### src/sv/cpc_outq.sv
// Four-entry result queue that takes up to two results per cycle.
module cpc_outq #(
    parameter int WIDTH = 148
) (
    input  logic             i_clk,
    input  logic             i_rst_n,
    input  logic [1:0]       i_wr_cnt,
    input  logic [WIDTH-1:0] i_wr_data0,
    input  logic [WIDTH-1:0] i_wr_data1,
    output logic             o_room2,
    output logic             o_valid,
    output logic [WIDTH-1:0] o_data,
    input  logic             i_ready
);
    logic [WIDTH-1:0] r_mem [4];
    logic [1:0] r_wp, r_rp;
    logic [2:0] r_cnt;
    logic       pop;

    assign o_valid = (r_cnt != 3'd0);
    assign o_data  = r_mem[r_rp];
    assign o_room2 = (r_cnt <= 3'd2);
    assign pop     = o_valid && i_ready;

    always_ff @(posedge i_clk) begin
        if (!i_rst_n) begin
            r_wp  <= 2'd0;
            r_rp  <= 2'd0;
            r_cnt <= 3'd0;
        end else begin
            r_wp  <= r_wp + i_wr_cnt;
            r_rp  <= r_rp + {1'b0, pop};
            r_cnt <= r_cnt + {1'b0, i_wr_cnt} - {2'b0, pop};
        end
    end

    always_ff @(posedge i_clk) begin
        if (i_wr_cnt != 2'd0) begin
            r_mem[r_wp] <= i_wr_data0;
        end
        if (i_wr_cnt == 2'd2) begin
            r_mem[r_wp + 2'd1] <= i_wr_data1;
        end
    end

endmodule
### config.mk
export PLATFORM = sky130hd
export DESIGN_NAME = cpc_outq
export DESIGN_NICKNAME = d
export VERILOG_FILES = /design/src/sv/cpc_outq.sv
export SDC_FILE = /design/constraint.sdc
export NUM_CORES = 1
export LEC_CHECK = 0
export BUFFER_PORTS_ARGS = -buffer_cell sky130_fd_sc_hd__buf_2
export CORE_MARGIN = 1
export CORE_UTILIZATION = 25
export DETAILED_ROUTE_END_ITERATION = 12
export SYNTH_ARGS = -nofsm -noshare
export SYNTH_HDL_FRONTEND = slang
export SYNTH_SLANG_ARGS = --single-unit
### constraint.sdc
create_clock -name i_clk -period 12.9 [get_ports i_clk]
set_clock_uncertainty 0.15 [all_clocks]
set_input_delay 1.29 -clock i_clk [delete_from_list [all_inputs] [get_ports i_clk]]
set_output_delay 1.29 -clock i_clk [all_outputs]
set_load 0.01 [all_outputs]
==> metrics.md <==
| Metric | Value |
|---|---|
| Finished Layout Cells | `about 3500` |
| Sinks on Clock Net | `between 500 and 600` |
| CTS Buffer Depth | `3` |
| Share of layout cells above drive strength 1 | `around two thirds` |
| Global-route wire length before repair | `about 110000 um` |
| Lkg Pwr | `11.9 nW` |
| Hold_ws | `0.584 ns` |
| CORE AREA | `~110000 um^2` |
| Clk Latency, worst-skew pair | `between 0.6 and 0.7 ns` |
| Flops & latches, synth | `about 600` |
| Commonest non-fill, non-tap cell in the layout | `edfxtp_1` |
| Crit-path max FO | `57` |
| Worst reg-to-reg path cell count | `4` |
| CP most frequent cell | `buf_4` |
| Most frequent cells in the layout | `edfxtp_1, mux2_2, buf_2` |
| Seq/Total Area, Yosys | `about three fifths` |
| Initial core utilization | `25.3%` |
| Via density | `between 4 and 5` |
| CP delay by family, top | `buffers and inverters` |
| Cells after Synth | `1477` |
| Chip width | `roughly 340 um` |
| Critical path cell sequence | `buf_4 -> buf_4 -> mux4_2 -> buf_2` |
| Iter 0 DRT Violations | `745` |
| CP arrival | `3.36 ns` |
| Slew margin rel. | `roughly 22%` |
| # IOs | `roughly 450` |
| Tcrit/Tclk final | `between 30% and 40%` |
| Post-CTS resize count | `0` |
| Initial antenna violation count | `36` |
| CTS Root Cell | `clkbuf_16` |
| Worst-path clk slew | `around 0.060 ns` |
| Hold-fix buffers at CTS | `0` |
| Area taken by multi-input logic gates | `about 10000 um^2` |
| VDD IR max | `about 110 uV` |
| Wire per inst | `roughly 23 um` |
| Die ar. | `around 120000 um^2` |
| CTS tree | `yes` |
| Vias in the first global route | `17900` |
| Synthesis-to-finish area growth | `20.7%` |
| Crit Path Category | `reg -> out` |
| PortBufs | `450` |
| Placed Instance Area | `around 33000 um^2` |
| Finished Cell Area | `roughly 35000 um^2` |
| R2r setup slk | `approximately 9 ns` |
| Detail Route Antenna Nets | `0` |
| DP Wirelength | `roughly 48000 um` |
| GRT Util Overall | `13.1%` |
| Hold depth | `2` |
| FF-to-FF End | `r_mem[0][17]$_DFFE_PP_` |
| Library cells used by synthesis | `33` |
| Routability cong. | `between 0.7 and 0.8` |
| Pin count of the biggest net entering global routing | `97` |
| Max-slew violations | `0` |
| Mapped cell area | `approximately 29000 um^2` |
| Setup TNS Final | `0 ns` |
| Number of CTS-inserted buffers | `72` |
| Status | `completed` |
| Number of stages on the worst setup path | `4` |
| Hold Vio Cnt, Final | `0` |
| Crit-path slowest cell | `buf_4` |
| Total gr overflow | `0` |
| # rows | `124` |
| Net count after synthesis | `1782` |
| Setup violators final | `0` |
| Final Total Pwr | `between 5 and 6 mW` |
| Total Wirelength | `between 70000 and 80000 um` |
| Power per standard cell area | `164 nW/um^2` |
| Req. time, crit path | `roughly 11 ns` |
| Critical Path Start Type | `register` |
| Critical Path Source | `r_rp[1]$_SDFF_PN0_` |
| Synthesis Warnings | `0` |
| Max-Cap Viols | `0` |
| Synth Area per Inst | `approximately 20 um^2` |
| WP buf/inv | `3` |
| Post-CTS setup buffer count | `0` |
| Crit end category | `output pin` |
| Fin nets | `2233` |
| Detailed-route via count | `between 15000 and 20000` |
| RSZ-0062 raised after global routing | `no` |
| Remaining DRCs | `0` |
| Die Ht | `343 um` |
| Fillers | `between 10000 and 15000` |
| Period minus WS final | `roughly 4.8 ns` |
| Placed Cells | `3366` |
| Max Freq | `between 200 and 250 MHz` |
| CP max stage delay | `0.81 ns` |
| Worst R2R Start | `r_wp[1]$_SDFF_PN0_` |
| Hold crit path type | `reg -> reg` |
| Setup crit end | `o_data[75]` |
| Router iterations before antenna repair | `4` |
| Worst-Margin Slew | `around 1.2 ns` |
| Reg area | `17900 um^2` |
| CTS HTree Levels | `3` |
## worst reg2reg max path, cell delays in order, from the launching register on
cell      delay [ns]
dfxtp_1         0.63
nand4b_1        0.89
o21ai_4         0.57
buf_12          0.47
buf_4           0.89
## per-stage QoR
step	setup slack, ns	utilization, %
detailed placement	7.83	28.5
global route	7.91	30.6
CTS	7.94	30.6
floorplan	0.0587	-
finish	8.10	30.6
global placement	7.87	28.5
## worst min path at each step
stage / end / start / slack, ns
after floorplan: r_rp[0]$_SDFF_PN0_ / r_cnt[1]$_SDFF_PN0_ / 0.46
after global placement: r_rp[0]$_SDFF_PN0_ / r_cnt[1]$_SDFF_PN0_ / 0.50
after detailed placement: r_rp[0]$_SDFF_PN0_ / r_cnt[1]$_SDFF_PN0_ / 0.55
after CTS: r_rp[0]$_SDFF_PN0_ / r_cnt[1]$_SDFF_PN0_ / 0.57
after global routing: r_rp[0]$_SDFF_PN0_ / r_cnt[1]$_SDFF_PN0_ / 0.62
final: r_rp[0]$_SDFF_PN0_ / r_cnt[1]$_SDFF_PN0_ / 0.58
## area by class of cell
type / count / share of cell area [%]
flip-flops and latches: 599 / 51.0
multi-input cells: 773 / 29.5
repair buffers: 478 / 7.08
well taps: 1512 / 5.39
clock buffers: 84 / 5.38
clock inverters: 44 / 1.50
diodes: 12 / 0.0855
inverters: 4 / 0.0427
## synth_stat cells, drive strengths merged
| master | count | area [um^2] |
|---|---|---|
| edfxtp | 592 | 17800 |
| mux2 | 592 | 6670 |
| mux4 | 148 | 3330 |
| buf | 93 | 832 |
| clkbuf | 8 | 30.0 |
| dfxtp | 7 | 140 |
| inv | 4 | 15.0 |
| mux2i | 4 | 40.0 |
| and2 | 3 | 18.8 |
| ha | 3 | 37.5 |
| nand2 | 2 | 7.51 |
| nand2b | 2 | 12.5 |
| nor2 | 2 | 7.51 |
| nor2b | 2 | 12.5 |
| o21bai | 2 | 15.0 |
| xnor3 | 2 | 45.0 |
| a21oi | 1 | 5.00 |
| and4bb | 1 | 12.5 |
| fa | 1 | 20.0 |
| nand4b | 1 | 8.76 |
| nor4b | 1 | 23.8 |
| nor4bb | 1 | 10.0 |
| o21ai | 1 | 5.00 |
| o311ai | 1 | 8.76 |
| o31ai | 1 | 7.51 |
| or2 | 1 | 6.26 |
| or3 | 1 | 6.26 |
## registers in the layout (all words and copies together) (netlist names)
name and cells:
r_cnt 3, r_mem 592, r_rp 2, r_wp 2
## kinds of logic after synthesis
kind of cell	after synthesis	synth area share, %
AO/OA/AOI/OAI	6	0.142
XOR/XNOR	2	0.155
adder cells (fa/ha/maj)	4	0.198
buffers and inverters	105	3.01
flip-flops	599	61.6
multiplexers	744	34.5
AND/OR/NAND/NOR	17	0.434
## where the power goes
part | switching (mW) | internal, mW
Sequential | 0.0685 | 2.39
Combinational | 0.651 | 0.565
Clock | 0.818 | 1.27
## layer usage
layer | global-route usage (%) | vias up | part of all wire [%]
li1 | - | 7048 | -
met1 | 15.8 | 8295 | 41
met4 | 3.56 | 54 | 2.2
met5 | 0 | - | 0.43
met2 | 22.1 | 433 | 49
met3 | 4.74 | 162 | 7.6
Note: power is estimated with default switching activity, not from simulation.
